$ cat config.mk
export PLATFORM = sky130hd
export DESIGN_NAME = head_shake_recenter_detector_core
export DESIGN_NICKNAME = d
export VERILOG_FILES = /design/src/rtl/hsrd_pkg.sv /design/src/rtl/head_shake_recenter_detector_core.sv /design/src/rtl/hsrd_filter.sv
export VERILOG_INCLUDE_DIRS = /design/src /design/src/rtl
export SDC_FILE = /design/constraint.sdc
export NUM_CORES = 2
export LEC_CHECK = 0
export BUFFER_PORTS_ARGS = -buffer_cell sky130_fd_sc_hd__buf_2
export CORE_MARGIN = 1
export CORE_UTILIZATION = 40
export DETAILED_ROUTE_END_ITERATION = 6
export PLACE_DENSITY = 0.56
export SLEW_MARGIN = 20
export SYNTH_ARGS = -nofsm -noshare
export SYNTH_HDL_FRONTEND = slang
export SYNTH_HIERARCHICAL = 1
export SYNTH_SLANG_ARGS = --single-unit
$ cat constraint.sdc
create_clock -name i_clk -period 35.6 [get_ports i_clk]
set_clock_uncertainty 0.1 [all_clocks]
set_input_delay 3.56 -clock i_clk [delete_from_list [all_inputs] [get_ports i_clk]]
set_output_delay 3.56 -clock i_clk [all_outputs]
set_load 0.005 [all_outputs]
$ cat src/rtl/assert_macros.svh
// Assertion macros for the RTL of the head-shake recenter detector.
`ifndef ASSERT_MACROS_SVH
`define ASSERT_MACROS_SVH
`ifndef SYNTHESIS
`define ASSERT_IMPLIES(lbl, clk, rst_n, ante, cons) \
    lbl: assert property (@(posedge clk) disable iff (!rst_n) (ante) |-> (cons)) \
        else $error("same-cycle implication check failed");
`define ASSERT_NEXT(lbl, clk, rst_n, ante, cons) \
    lbl: assert property (@(posedge clk) disable iff (!rst_n) (ante) |=> (cons)) \
        else $error("next-cycle implication check failed");
`else
`define ASSERT_IMPLIES(lbl, clk, rst_n, ante, cons)
`define ASSERT_NEXT(lbl, clk, rst_n, ante, cons)
`endif
`endif

$ cat src/rtl/hsrd_pkg.sv
// Types, constants and codes shared by the head-shake recenter detector modules.
package hsrd_pkg;

    localparam int AVG_FRACTION_BITS = 16;
    localparam int FILTER_GAIN       = 655;
    localparam int GAIN_SHIFT        = 16;
    localparam int YAW_PLUS_W        = 18;
    localparam int AVG_W             = YAW_PLUS_W + AVG_FRACTION_BITS;
    localparam int SUM_W             = AVG_W + GAIN_SHIFT + 1;
    localparam int KEEP_GAIN         = (1 << GAIN_SHIFT) - FILTER_GAIN;
    localparam int ROUND_HALF        = 1 << (GAIN_SHIFT - 1);

    typedef logic [YAW_PLUS_W-1:0] t_yaw_plus;
    typedef logic [AVG_W-1:0]      t_avg;
    typedef logic [SUM_W-1:0]      t_sum;

    localparam logic signed [16:0] ANGLE_MIN  = 17'h10000;
    localparam logic signed [16:0] ANGLE_MAX  = 17'h0FFFF;
    localparam t_yaw_plus          YAW_BIAS   = 18'd92160;
    localparam logic [15:0]        MIN_PACKET = 16'd12;

    localparam logic        IMU_ENABLED_RST        = 1'b0;
    localparam logic [15:0] SWING_THRESHOLD_RST    = 16'd512;
    localparam logic [15:0] TIMEOUT_MS_RST         = 16'd3000;
    localparam logic [3:0]  SWINGS_TO_RECENTER_RST = 4'd4;
    localparam logic [7:0]  STARTUP_SKIP_RST       = 8'd20;
    localparam logic [7:0]  RECENTER_SKIP_RST      = 8'd30;

    typedef enum logic [2:0] {
        CFG_IMU_ENABLED        = 3'd0,
        CFG_SWING_THRESHOLD    = 3'd1,
        CFG_TIMEOUT_MS         = 3'd2,
        CFG_SWINGS_TO_RECENTER = 3'd3,
        CFG_STARTUP_SKIP       = 3'd4,
        CFG_RECENTER_SKIP      = 3'd5
    } t_cfg_idx;

    typedef enum logic [1:0] {
        ST_DROPPED = 2'd0,
        ST_SKIPPED = 2'd1,
        ST_TRACKED = 2'd2
    } t_status;

    typedef enum logic [1:0] {
        DIR_NONE = 2'd0,
        DIR_POS  = 2'd1,
        DIR_NEG  = 2'd2
    } t_dir;

endpackage

$ cat src/rtl/head_shake_recenter_detector_core.sv
// Head-shake recenter detector: one orientation sample in, one status result out per
// transaction. A sample is taken into an input register, and from there the whole
// update (drop and warm-up checks, offset capture, swing window timeout, swing
// detection, recenter and the low-pass yaw filter) runs in one pass and lands in
// the result register together with the new detector state. The block takes one
// sample every cycle while o_stall is low; a sample waits in the input register
// and its result in the result register, and the state loop through the filter
// multiply sets the clock rate. A held result stalls the input only when the input
// register is also full. Configuration writes take effect at once; startup_skip only
// sets the warm-up count that reset loads, which is its reset value.
`include "assert_macros.svh"

module head_shake_recenter_detector_core (
    input  logic               i_clk,
    input  logic               i_rst_n,
    input  logic               i_cfg_we,
    input  logic [2:0]         i_cfg_index,
    input  logic [15:0]        i_cfg_data,
    input  logic               i_valid,
    output logic               o_stall,
    input  logic signed [16:0] i_roll_angle,
    input  logic signed [16:0] i_pitch_angle,
    input  logic signed [16:0] i_yaw_angle,
    input  logic [15:0]        i_packet_length,
    input  logic [31:0]        i_time_ms,
    output logic               o_valid,
    input  logic               i_stall,
    output logic [1:0]         o_status,
    output logic signed [16:0] o_roll_out,
    output logic signed [16:0] o_pitch_out,
    output logic signed [16:0] o_yaw_out,
    output logic signed [16:0] o_roll_offset_out,
    output logic signed [16:0] o_pitch_offset_out,
    output logic signed [16:0] o_yaw_offset_out,
    output logic               o_offsets_valid,
    output logic [3:0]         o_swing_count,
    output logic               o_recentered,
    output logic [17:0]        o_average_yaw_out
);

    logic        r_imu_enabled;
    logic [15:0] r_swing_threshold;
    logic [15:0] r_timeout_ms;
    logic [3:0]  r_swings_to_recenter;
    logic [7:0]  r_recenter_skip;

    logic               r_in_valid;
    logic signed [16:0] r_in_roll;
    logic signed [16:0] r_in_pitch;
    logic signed [16:0] r_in_yaw;
    logic [15:0]        r_in_len;
    logic [31:0]        r_in_time;

    hsrd_pkg::t_avg        r_avg;
    hsrd_pkg::t_yaw_plus   r_ref;
    hsrd_pkg::t_dir        r_dir;
    logic [3:0]            r_swings;
    logic [31:0]           r_wstart;
    logic [7:0]            r_warm;
    logic                  r_have;
    logic signed [16:0]    r_off_roll;
    logic signed [16:0]    r_off_pitch;
    logic signed [16:0]    r_off_yaw;

    hsrd_pkg::t_avg        n_avg;
    hsrd_pkg::t_yaw_plus   n_ref;
    hsrd_pkg::t_dir        n_dir;
    logic [3:0]            n_swings;
    logic [31:0]           n_wstart;
    logic [7:0]            n_warm;
    logic                  n_have;
    logic signed [16:0]    n_off_roll;
    logic signed [16:0]    n_off_pitch;
    logic signed [16:0]    n_off_yaw;

    logic                  r_out_valid;
    hsrd_pkg::t_status     r_o_status;
    logic signed [16:0]    r_o_roll;
    logic signed [16:0]    r_o_pitch;
    logic signed [16:0]    r_o_yaw;
    logic signed [16:0]    r_o_off_roll;
    logic signed [16:0]    r_o_off_pitch;
    logic signed [16:0]    r_o_off_yaw;
    logic                  r_o_have;
    logic [3:0]            r_o_swings;
    logic                  r_o_recentered;
    logic [17:0]           r_o_avg;

    logic                  w_accept;
    logic                  w_adv;
    logic signed [16:0]    w_yaw_neg;
    hsrd_pkg::t_yaw_plus   w_yaw_plus;
    hsrd_pkg::t_yaw_plus   w_avg_int;
    logic [31:0]           w_elapsed;
    logic signed [18:0]    w_diff;
    logic [18:0]           w_mag;
    logic                  w_diff_pos;
    logic                  w_diff_neg;
    hsrd_pkg::t_status     w_status;
    logic                  w_show;
    logic                  w_recenter;
    logic                  w_filter_en;
    hsrd_pkg::t_avg        w_avg_sel;
    hsrd_pkg::t_avg        w_avg_next;

    // Transaction handshake: the input register drains whenever the result register
    // is empty or being taken.
    assign w_adv    = r_in_valid && (!r_out_valid || !i_stall);
    assign o_stall  = r_in_valid && r_out_valid && i_stall;
    assign w_accept = i_valid && !o_stall;

    always_ff @(posedge i_clk) begin
        if (!i_rst_n) begin
            r_imu_enabled        <= hsrd_pkg::IMU_ENABLED_RST;
            r_swing_threshold    <= hsrd_pkg::SWING_THRESHOLD_RST;
            r_timeout_ms         <= hsrd_pkg::TIMEOUT_MS_RST;
            r_swings_to_recenter <= hsrd_pkg::SWINGS_TO_RECENTER_RST;
            r_recenter_skip      <= hsrd_pkg::RECENTER_SKIP_RST;
        end else if (i_cfg_we) begin
            unique case (hsrd_pkg::t_cfg_idx'(i_cfg_index))
                hsrd_pkg::CFG_IMU_ENABLED:        r_imu_enabled        <= i_cfg_data[0];
                hsrd_pkg::CFG_SWING_THRESHOLD:    r_swing_threshold    <= i_cfg_data;
                hsrd_pkg::CFG_TIMEOUT_MS:         r_timeout_ms         <= i_cfg_data;
                hsrd_pkg::CFG_SWINGS_TO_RECENTER: r_swings_to_recenter <= i_cfg_data[3:0];
                hsrd_pkg::CFG_RECENTER_SKIP:      r_recenter_skip      <= i_cfg_data[7:0];
                default: begin
                end
            endcase
        end
    end

    always_ff @(posedge i_clk) begin
        if (!i_rst_n) begin
            r_in_valid <= 1'b0;
        end else if (w_accept) begin
            r_in_valid <= 1'b1;
        end else if (w_adv) begin
            r_in_valid <= 1'b0;
        end
    end

    always_ff @(posedge i_clk) begin
        if (w_accept) begin
            r_in_roll  <= i_roll_angle;
            r_in_pitch <= i_pitch_angle;
            r_in_yaw   <= i_yaw_angle;
            r_in_len   <= i_packet_length;
            r_in_time  <= i_time_ms;
        end
    end

    assign w_yaw_neg  = (r_in_yaw == hsrd_pkg::ANGLE_MIN) ? hsrd_pkg::ANGLE_MAX : -r_in_yaw;
    assign w_yaw_plus = {w_yaw_neg[16], w_yaw_neg} + hsrd_pkg::YAW_BIAS;
    assign w_avg_int  = r_avg[hsrd_pkg::AVG_FRACTION_BITS +: hsrd_pkg::YAW_PLUS_W];
    assign w_elapsed  = r_in_time - r_wstart;

    always_comb begin
        n_ref       = r_ref;
        n_dir       = r_dir;
        n_swings    = r_swings;
        n_wstart    = r_wstart;
        n_warm      = r_warm;
        n_have      = r_have;
        n_off_roll  = r_off_roll;
        n_off_pitch = r_off_pitch;
        n_off_yaw   = r_off_yaw;
        w_status    = hsrd_pkg::ST_DROPPED;
        w_show      = 1'b0;
        w_recenter  = 1'b0;
        w_filter_en = 1'b0;
        w_avg_sel   = r_avg;
        w_diff      = '0;
        w_mag       = '0;
        w_diff_pos  = 1'b0;
        w_diff_neg  = 1'b0;
        priority if (r_in_len < hsrd_pkg::MIN_PACKET) begin
            w_status = hsrd_pkg::ST_DROPPED;
        end else if (r_imu_enabled && !r_have && (r_warm != 8'd0)) begin
            n_warm   = r_warm - 8'd1;
            w_status = hsrd_pkg::ST_SKIPPED;
        end else begin
            w_status    = hsrd_pkg::ST_TRACKED;
            w_show      = 1'b1;
            w_filter_en = 1'b1;
            if (r_imu_enabled && !r_have) begin
                n_off_roll  = r_in_roll;
                n_off_pitch = r_in_pitch;
                n_off_yaw   = w_yaw_neg;
                n_have      = 1'b1;
            end
            if (w_elapsed > {16'd0, r_timeout_ms}) begin
                n_swings = 4'd0;
                n_dir    = hsrd_pkg::DIR_NONE;
                n_wstart = r_in_time;
            end
            if (n_swings == 4'd0) begin
                n_ref = w_avg_int;
            end
            w_diff     = $signed({1'b0, w_yaw_plus}) - $signed({1'b0, n_ref});
            w_mag      = w_diff[18] ? 19'(-w_diff) : 19'(w_diff);
            w_diff_neg = w_diff[18];
            w_diff_pos = !w_diff[18] && (w_diff != 19'sd0);
            if (w_mag > {3'd0, r_swing_threshold}) begin
                priority if (n_dir == hsrd_pkg::DIR_NONE) begin
                    n_dir = w_diff_pos ? hsrd_pkg::DIR_POS : hsrd_pkg::DIR_NEG;
                end else if ((w_diff_pos && (n_dir == hsrd_pkg::DIR_POS)) ||
                             (w_diff_neg && (n_dir == hsrd_pkg::DIR_NEG))) begin
                    n_dir    = (n_dir == hsrd_pkg::DIR_POS) ? hsrd_pkg::DIR_NEG
                                                            : hsrd_pkg::DIR_POS;
                    n_ref    = w_yaw_plus;
                    n_swings = n_swings + 4'd1;
                end else begin
                end
            end
            if (n_swings >= r_swings_to_recenter) begin
                w_avg_sel  = {w_yaw_plus, {hsrd_pkg::AVG_FRACTION_BITS{1'b0}}};
                n_swings   = 4'd0;
                n_dir      = hsrd_pkg::DIR_NONE;
                n_have     = 1'b0;
                n_wstart   = r_in_time;
                n_warm     = r_recenter_skip;
                w_recenter = 1'b1;
            end
        end
    end

    hsrd_filter u_filter (
        .i_yaw_plus (w_yaw_plus),
        .i_avg      (w_avg_sel),
        .o_avg_next (w_avg_next)
    );

    assign n_avg = w_filter_en ? w_avg_next : r_avg;

    always_ff @(posedge i_clk) begin
        if (!i_rst_n) begin
            r_avg       <= '0;
            r_ref       <= '0;
            r_dir       <= hsrd_pkg::DIR_NONE;
            r_swings    <= 4'd0;
            r_wstart    <= 32'd0;
            r_warm      <= hsrd_pkg::STARTUP_SKIP_RST;
            r_have      <= 1'b0;
            r_off_roll  <= 17'sd0;
            r_off_pitch <= 17'sd0;
            r_off_yaw   <= 17'sd0;
        end else if (w_adv) begin
            r_avg       <= n_avg;
            r_ref       <= n_ref;
            r_dir       <= n_dir;
            r_swings    <= n_swings;
            r_wstart    <= n_wstart;
            r_warm      <= n_warm;
            r_have      <= n_have;
            r_off_roll  <= n_off_roll;
            r_off_pitch <= n_off_pitch;
            r_off_yaw   <= n_off_yaw;
        end
    end

    always_ff @(posedge i_clk) begin
        if (!i_rst_n) begin
            r_out_valid <= 1'b0;
        end else if (w_adv) begin
            r_out_valid <= 1'b1;
        end else if (!i_stall) begin
            r_out_valid <= 1'b0;
        end
    end

    always_ff @(posedge i_clk) begin
        if (w_adv) begin
            r_o_status     <= w_status;
            r_o_roll       <= w_show ? r_in_roll : 17'sd0;
            r_o_pitch      <= w_show ? r_in_pitch : 17'sd0;
            r_o_yaw        <= w_show ? w_yaw_neg : 17'sd0;
            r_o_off_roll   <= n_off_roll;
            r_o_off_pitch  <= n_off_pitch;
            r_o_off_yaw    <= n_off_yaw;
            r_o_have       <= n_have;
            r_o_swings     <= n_swings;
            r_o_recentered <= w_recenter;
            r_o_avg        <= n_avg[hsrd_pkg::AVG_FRACTION_BITS +: hsrd_pkg::YAW_PLUS_W];
        end
    end

    assign o_valid            = r_out_valid;
    assign o_status           = r_o_status;
    assign o_roll_out         = r_o_roll;
    assign o_pitch_out        = r_o_pitch;
    assign o_yaw_out          = r_o_yaw;
    assign o_roll_offset_out  = r_o_off_roll;
    assign o_pitch_offset_out = r_o_off_pitch;
    assign o_yaw_offset_out   = r_o_off_yaw;
    assign o_offsets_valid    = r_o_have;
    assign o_swing_count      = r_o_swings;
    assign o_recentered       = r_o_recentered;
    assign o_average_yaw_out  = r_o_avg;

    // A recenter clears the swing window and drops the offsets in the same result.
    `ASSERT_IMPLIES(a_recenter_clears, i_clk, i_rst_n, o_valid && o_recentered, o_swing_count == 4'd0 && !o_offsets_valid && o_status == hsrd_pkg::ST_TRACKED)
    // Only tracked samples show angles or trigger a recenter.
    `ASSERT_IMPLIES(a_untracked_quiet, i_clk, i_rst_n, o_valid && o_status != hsrd_pkg::ST_TRACKED, !o_recentered && o_roll_out == 17'sd0 && o_yaw_out == 17'sd0)
    // The detector state moves only when a transaction passes to the result register.
    `ASSERT_NEXT(a_state_holds, i_clk, i_rst_n, !w_adv, $stable(r_swings) && $stable(r_avg) && $stable(r_warm))
    // A held result with a full input register keeps the input register full.
    `ASSERT_NEXT(a_input_held, i_clk, i_rst_n, r_in_valid && r_out_valid && i_stall, r_in_valid)
    // Every result leaves through the result register before the next one is loaded.
    `ASSERT_NEXT(a_result_kept, i_clk, i_rst_n, o_valid && i_stall, o_valid)

endmodule

$ cat src/rtl/hsrd_filter.sv
// One-pole low-pass update of the fixed-point yaw average with round-half-up.
module hsrd_filter (
    input  hsrd_pkg::t_yaw_plus i_yaw_plus,
    input  hsrd_pkg::t_avg      i_avg,
    output hsrd_pkg::t_avg      o_avg_next
);

    hsrd_pkg::t_sum w_keep;
    hsrd_pkg::t_sum w_feed;
    hsrd_pkg::t_sum w_sum;

    assign w_keep = hsrd_pkg::t_sum'(i_avg) * hsrd_pkg::t_sum'(hsrd_pkg::KEEP_GAIN);
    assign w_feed = hsrd_pkg::t_sum'({i_yaw_plus, {hsrd_pkg::AVG_FRACTION_BITS{1'b0}}})
                  * hsrd_pkg::t_sum'(hsrd_pkg::FILTER_GAIN);
    assign w_sum  = w_keep + w_feed + hsrd_pkg::t_sum'(hsrd_pkg::ROUND_HALF);

    assign o_avg_next = w_sum[hsrd_pkg::GAIN_SHIFT +: hsrd_pkg::AVG_W];

endmodule
; ---- After elaboration in Yosys (flattened, before gate mapping)
; Cells that the tools add are included.
[op_classes]
n_bitwise = 2
n_eq_ne = 8
n_reduce_logical = 34
add_sub_neg = 9
muxes = 57
magnitude_cmp = 4
mul = 2
[op_table]
columns = operator, count
row1 = two-way mux 17 bit, 10
row2 = two-way mux 34 bit, 4
row3 = two-way mux 18 bit, 6
row4 = two-way mux 32 bit, 2
row5 = "adder 50 x 16 -> 50 bit, second input constant", 1
row6 = adder 50 x 44 -> 50 bit, 1
row7 = "multiplier 34 x 16 -> 50 bit, second input constant", 1
row8 = two-way mux 4 bit, 11
row9 = > comparator 32 x 16 -> 1 bit, 1
row10 = subtractor 32 bit, 1
row11 = "multiplier 18 x 10 -> 28 bit, second input constant", 1
row12 = two-way mux 2 bit, 10
row13 = > comparator 19 x 16 -> 1 bit, 1
row14 = two-way mux 19 bit, 1
row15 = negator 19 bit, 1
row16 = nonzero test 19 bit, 1
row17 = subtractor 18 x 18 -> 19 bit, 1
row18 = "adder 18 x 17 -> 18 bit, second input constant", 1
row19 = "== test 17 bit, second input constant", 1
row20 = negator 17 bit, 1
row21 = "< comparator 16 x 4 -> 1 bit, second input constant", 1
row22 = two-way mux 8 bit, 2
row23 = AND reduction 2 bit, 6
row24 = two-way mux 1 bit, 11
row25 = other kinds (21), 39
[totals]
ff_bits = 424

; ---- Logic depth before layout (Yosys ltp)
[logic_depth]
ltp_word = 27
mapped_depth = 88
depth_no_buf = 82

; ---- Hierarchy
; The synthesis kept the hierarchy.
[modules_own_cells]
columns = module, instances, area_each_um2, seq_area_each_um2, cells_each
row1 = head_shake_recenter_detector_core, 1, 20903.8, 10700.3, 2224
row2 = hsrd_filter, 1, 13700.6, 0.0, 1432

; ---- Worst setup path before layout
; OpenSTA, ideal clock, no wires.
[synth_timing]
kind = reg-to-reg
startpoint = register r_in_time[0]
endpoint = register r_o_avg[12], in the netlist o_average_yaw_out[12] (data pin)
synth_period_minus_slack_ns = 17.446
setup_slack_ns = 18.154
required_ns = 35.247
arrival_ns = 17.093
path_stages_with_launch = 81
setup_ns = 0.253
cell_sequence = edfxtp_1 > inv_1 > ha_1 > fa_1 > nor2b_1 > o2111ai_1 > and3_1 > o21a_1 > xnor2_1 > ha_1 > nand3_1 > nor3_1 > nand2_1 > a21boi_0 > or4_1 > a2111o_1 > nor3b_1 > and3_1 > [45 not listed] > fa_1 > fa_1 > inv_1 > fa_1 > inv_1 > fa_1 > ha_1 > a21o_1 > a21o_1 > a21o_1 > a311o_1 > a21o_4 > a2111oi_4 > nor2_2 > a221oi_2 > xnor2_1 > nand2_1 > nand2_1
[synth_between]
elab_chain_cells = 27
[synth_rtl]
columns = item, line
row1 = "start, declared", head_shake_recenter_detector_core.sv:52  ; logic [31:0] r_in_time;
row2 = "start signal, assigned", head_shake_recenter_detector_core.sv:148  ; r_in_time <= i_time_ms;
row3 = subtractor 32 bit *, head_shake_recenter_detector_core.sv:155  ; assign w_elapsed = r_in_time - r_wstart;
row4 = > comparator 32 x 16 -> 1 bit *, head_shake_recenter_detector_core.sv:191  ; if (w_elapsed > {16'd0, r_timeout_ms}) begin
row5 = "parallel branches: the longest is 14 deep, another holds subtractor 18 x 18 -> 19 bit", --
row6 = two-way mux 4 bit *, head_shake_recenter_detector_core.sv:203  ; if (w_mag > {3'd0, r_swing_threshold}) begin
row7 = two-way mux 4 bit *, head_shake_recenter_detector_core.sv:178  ; end else if (r_imu_enabled && !r_have && (r_warm != 8'd0)) begin
row8 = two-way mux 4 bit *, head_shake_recenter_detector_core.sv:176  ; priority if (r_in_len < hsrd_pkg::MIN_PACKET) begin
row9 = greater-or-equal comparator 4 bit *, head_shake_recenter_detector_core.sv:215  ; if (n_swings >= r_swings_to_recenter) begin
row10 = two-way mux 34 bit *, head_shake_recenter_detector_core.sv:215
row11 = two-way mux 34 bit *, head_shake_recenter_detector_core.sv:178
row12 = two-way mux 34 bit *, head_shake_recenter_detector_core.sv:176
row13 = named net w_avg_sel[16], head_shake_recenter_detector_core.sv:103  ; hsrd_pkg::t_avg w_avg_sel;
row14 = multiplier 34 x 16 -> 50 bit *, hsrd_filter.sv:12  ; assign w_keep = hsrd_pkg::t_sum'(i_avg) * hsrd_pkg::t_sum'(hsrd_pkg::KEEP_GAIN);
row15 = adder 50 x 44 -> 50 bit *, hsrd_filter.sv:15  ; assign w_sum = w_keep + w_feed + hsrd_pkg::t_sum'(hsrd_pkg::ROUND_HALF);
row16 = adder 50 x 16 -> 50 bit *, hsrd_filter.sv:15
row17 = named net w_avg_next[28], head_shake_recenter_detector_core.sv:104  ; hsrd_pkg::t_avg w_avg_next;
row18 = two-way mux 34 bit *, head_shake_recenter_detector_core.sv:233  ; assign n_avg = w_filter_en ? w_avg_next : r_avg;
row19 = named net n_avg[28], head_shake_recenter_detector_core.sv:65  ; hsrd_pkg::t_avg n_avg;
row20 = "end signal, assigned", head_shake_recenter_detector_core.sv:283  ; r_o_avg <= n_avg[hsrd_pkg::AVG_FRACTION_BITS +: hsrd_pkg::YAW_PLUS_W];
row21 = "end, declared", head_shake_recenter_detector_core.sv:87  ; logic [17:0] r_o_avg;
; Mark *: on every way through the listed nets, which the timed path passes. The select of a mux whose other input is x is not followed.
; A chain may end at the register's enable or synchronous reset.

; ---- Final worst setup path
[layout_timing]
startpoint = register r_in_time[12]
endpoint = register r_o_avg[17], in the netlist o_average_yaw_out[17] (data pin)
; The elaborated chain is that of the path after synthesis.

==> flow_summary.json <==
{
  "min_path_cells": 2,
  "grt_pass1_vias": 24756,
  "grt_max_degree": 127,
  "grt_pass1_wl_um": 139500,
  "die_w_um": 296.1,
  "setup_tns_ns": 0,
  "syn_nets": 4466,
  "synthMuxAreaShare_pct": 2.054,
  "ys.flop_type": "edfxtp_1",
  "syn-cell-area_um2": 34600,
  "path_delay_family": "compound AO/OA/AOI/OAI gates",
  "max_freq_mhz": 50.05,
  "period_needed_ns": 19.98,
  "path_class": "flip-flop to flip-flop",
  "slew_viol_final": 0,
  "rsz0062_at_grt": "no",
  "synth_seq_cells": 422,
  "synth_compound_area_share_pct": 11.40,
  "core_um2": 85410,
  "place.gp.congestion": 0.8903,
  "clk_path_buf_depth": 3,
  "routed_wl_um": 90000,
  "hpwl_um": 69490,
  "grt_overflow": 0,
  "fp.dieH_um": 296.1,
  "maxCapViolations": 0,
  "dr.pass1.iters": 6,
  "drtAntennaViolNets": 0,
  "tritoncts": "built",
  "critPathMaxFanout": 53,
  "clk_pin_slew_ns": 0.06,
  "drt_iter0_drc": 1467,
  "io_pins": 253,
  "hold_path_end": "r_avg[13]",
  "synth_top_cell_area_share_pct": 19.52,
  "synth-seq-area-share_pct": 30.92,
  "cts_max_level": 2,
  "antenna_found_initial": 1,
  "synth_xor_xnor_area_share_pct": 2.987,
  "wl_per_cell_um": 17.76,
  "viasPerCell": 5.066,
  "drc_errors": 0,
  "cts_setup_buffers": 0,
  "dpl-instance-area_um2": 37170,
  "worst_slew_pin_slew_ns": 0.9852,
  "r2r_end": "o_average_yaw_out[17]",
  "max_stage_delay_ns": 0.74,
  "synth_edf_count": 225,
  "cp_data_required_time_ns": 35.79,
  "rr_startpoint": "r_in_time[12]",
  "final_cell_mix": "630 x inv_1, 433 x nand2_1, 386 x ha_1, 301 x fa_1, 271 x a21oi_1",
  "arrival_ns": 20.17,
  "cts_root_buffer": "clkbuf_16",
  "drive_gt1_share_pct": 11.47,
  "synth.area.top_cells": "edfxtp_1 20%, fa_1 17%, ha_1 14%",
  "cts_resized": 0,
  "num-fill-cells": 8414,
  "finish.utilization_pct": 45.54,
  "nNetsFinal": 4691,
  "avgSynthCellArea_um2": 9.465,
  "via_count": 25682,
  "synthToLayoutAreaGrowth_pct": 12.40,
  "yosysWarnings": 6,
  "grt_use_total_pct": 20.50,
  "regToRegSetupSlack_ns": 15.62,
  "slew_headroom_pct": 34.32,
  "final_common_cell": "inv_1",
  "fin_crit_sh_pct": 56.13,
  "syn-instance-count": 3656,
  "die_area_um2": 87690,
  "yosys.area_share.simple_pct": 13.02,
  "cts_inserted_buffers": 49,
  "hp-start": "r_avg[13]",
  "cts_sinks": 422,
  "start_util_pct": 40.51,
  "critPathSlowestCell": "a211oi_1",
  "rows": 107,
  "ys_async_sr_fraction_pct": 0,
  "status": "finished, final reports clean",
  "timing.critical_path.buf_inv": 9,
  "synth_top_area_cell": "edfxtp_1",
  "start_kind": "flip-flop",
  "synth_cell_types": 96,
  "io_buffers": 250,
  "design_area_um2": 38890,
  "crit_path_end_kind": "flip-flop",
  "setup_viol": 0,
  "postCtsHoldBufs": 0,
  "synthAdderAreaFrac_pct": 31.37,
  "insertion_delay_ns": 0.63,
  "synth_top_family_by_area": "adder cells",
  "hold_viol_final": 0,
  "hp-class": "flip-flop to flip-flop",
  "reg2regPathDepth": 75,
  "crit_top_cell": "ha_1"
}
[worst reg2reg max path: cells and delay by family, from the launching register on]
kind / cells / cell delay (ns)
buf+inv: 9 / 1.18
simple gates: 18 / 4.28
fa+ha+maj: 14 / 5.18
mux: 2 / 0.65
flops: 1 / 0.39
xor+xnor: 3 / 0.57
compound gates: 29 / 7.26
[cells in the mapped netlist, types with 10 or more instances]
master      n
nor2b_1    24
edfxtp_1  225
xnor2_1    79
nor4_1     18
nor2_1    224
o21a_1     22
nand4_1    22
o31ai_1    10
clkbuf_1   99
nand3_1    44
dfxtp_1   197
o21bai_1   10
and2_1     35
nand2_1   437
nand2b_1   18
mux2i_1    26
o21ai_0    91
fa_1      301
nor3_1     68
mux2_2     38
o211ai_1   27
and3_1     50
ha_1      386
a31oi_1    11
a21oi_1   272
a32o_1     18
xor2_1     39
a21o_1     47
inv_1     630
a211oi_1   15
[cell type report]
cell class / count / area [um^2] / share of cell area [%]
sequential: 422 / 10700 / 27.51
timing repair buffer: 291 / 1559 / 4.008
tap: 1144 / 1431 / 3.680
multi-input combinational: 2484 / 21090 / 54.23
inverter: 633 / 2389 / 6.141
clock buffer: 63 / 1339 / 3.442
clock inverter: 29 / 377.9 / 0.9715
antenna: 3 / 7.507 / 0.01930
[worst max path at each step]
stage | from | end | cells past startpoint
final | r_in_time[12] | o_average_yaw_out[17] | 75
after global routing | r_in_time[12] | o_average_yaw_out[17] | 75
after floorplan | r_in_time[0] | o_average_yaw_out[12] | 80
after detailed placement | r_in_time[0] | o_average_yaw_out[17] | 74
after global placement | r_in_time[0] | o_average_yaw_out[17] | 77
after CTS | r_in_time[0] | o_average_yaw_out[17] | 74
[stage by stage]
step / hold slack [ns] / instances / setup slack, ns
final: 0.3508 / 5069 / 15.62
after global routing: 0.3682 / 5067 / 14.39
after CTS: 0.3520 / 5066 / 15.60
after detailed placement: 0.3423 / 4974 / 15.65
after global placement: 0.3371 / 4974 / 15.67
after floorplan: 0.3317 / 3656 / 18.15
[cells by family (layout without fill, tap and decap cells)]
| group | Yosys count | after routing |
|---|---|---|
| compound gates | 622 | 622 |
| xor+xnor | 118 | 118 |
| other cells | 0 | 3 |
| buf+inv | 750 | 1016 |
| flops | 422 | 422 |
| fa+ha+maj | 687 | 687 |
| simple gates | 991 | 991 |
| mux | 66 | 66 |
[per-layer routing]
metal / vias up / track usage, % / part of all wire (%)
met4: 0 / 5.356 / 2.4
met5: - / 0 / 0
li1: 12645 / - / -
met3: 101 / 3.140 / 4.4
met2: 472 / 34.11 / 48
met1: 12464 / 27.68 / 45
[sequential cells by signal, indices dropped and copies added (netlist names), 8 cells and up]
| name | count |
|---|---|
| r_in_pitch | 17 |
| r_ref | 18 |
| r_off_roll | 17 |
| r_off_pitch | 17 |
| r_timeout_ms | 16 |
| r_in_time | 32 |
| r_in_roll | 17 |
| r_in_len | 14 |
| r_warm | 8 |
| o_pitch_out | 17 |
| r_recenter_skip | 8 |
| o_roll_offset_out | 17 |
| r_in_yaw | 17 |
| o_average_yaw_out | 18 |
| r_swing_threshold | 16 |
| r_avg | 34 |
| o_roll_out | 17 |
| r_off_yaw | 17 |
| o_yaw_offset_out | 17 |
| o_yaw_out | 17 |
| o_pitch_offset_out | 17 |
| r_wstart | 32 |
Power is not shown: default switching activity piles up to over one toggle a cycle in this logic, so the estimate is an artifact.
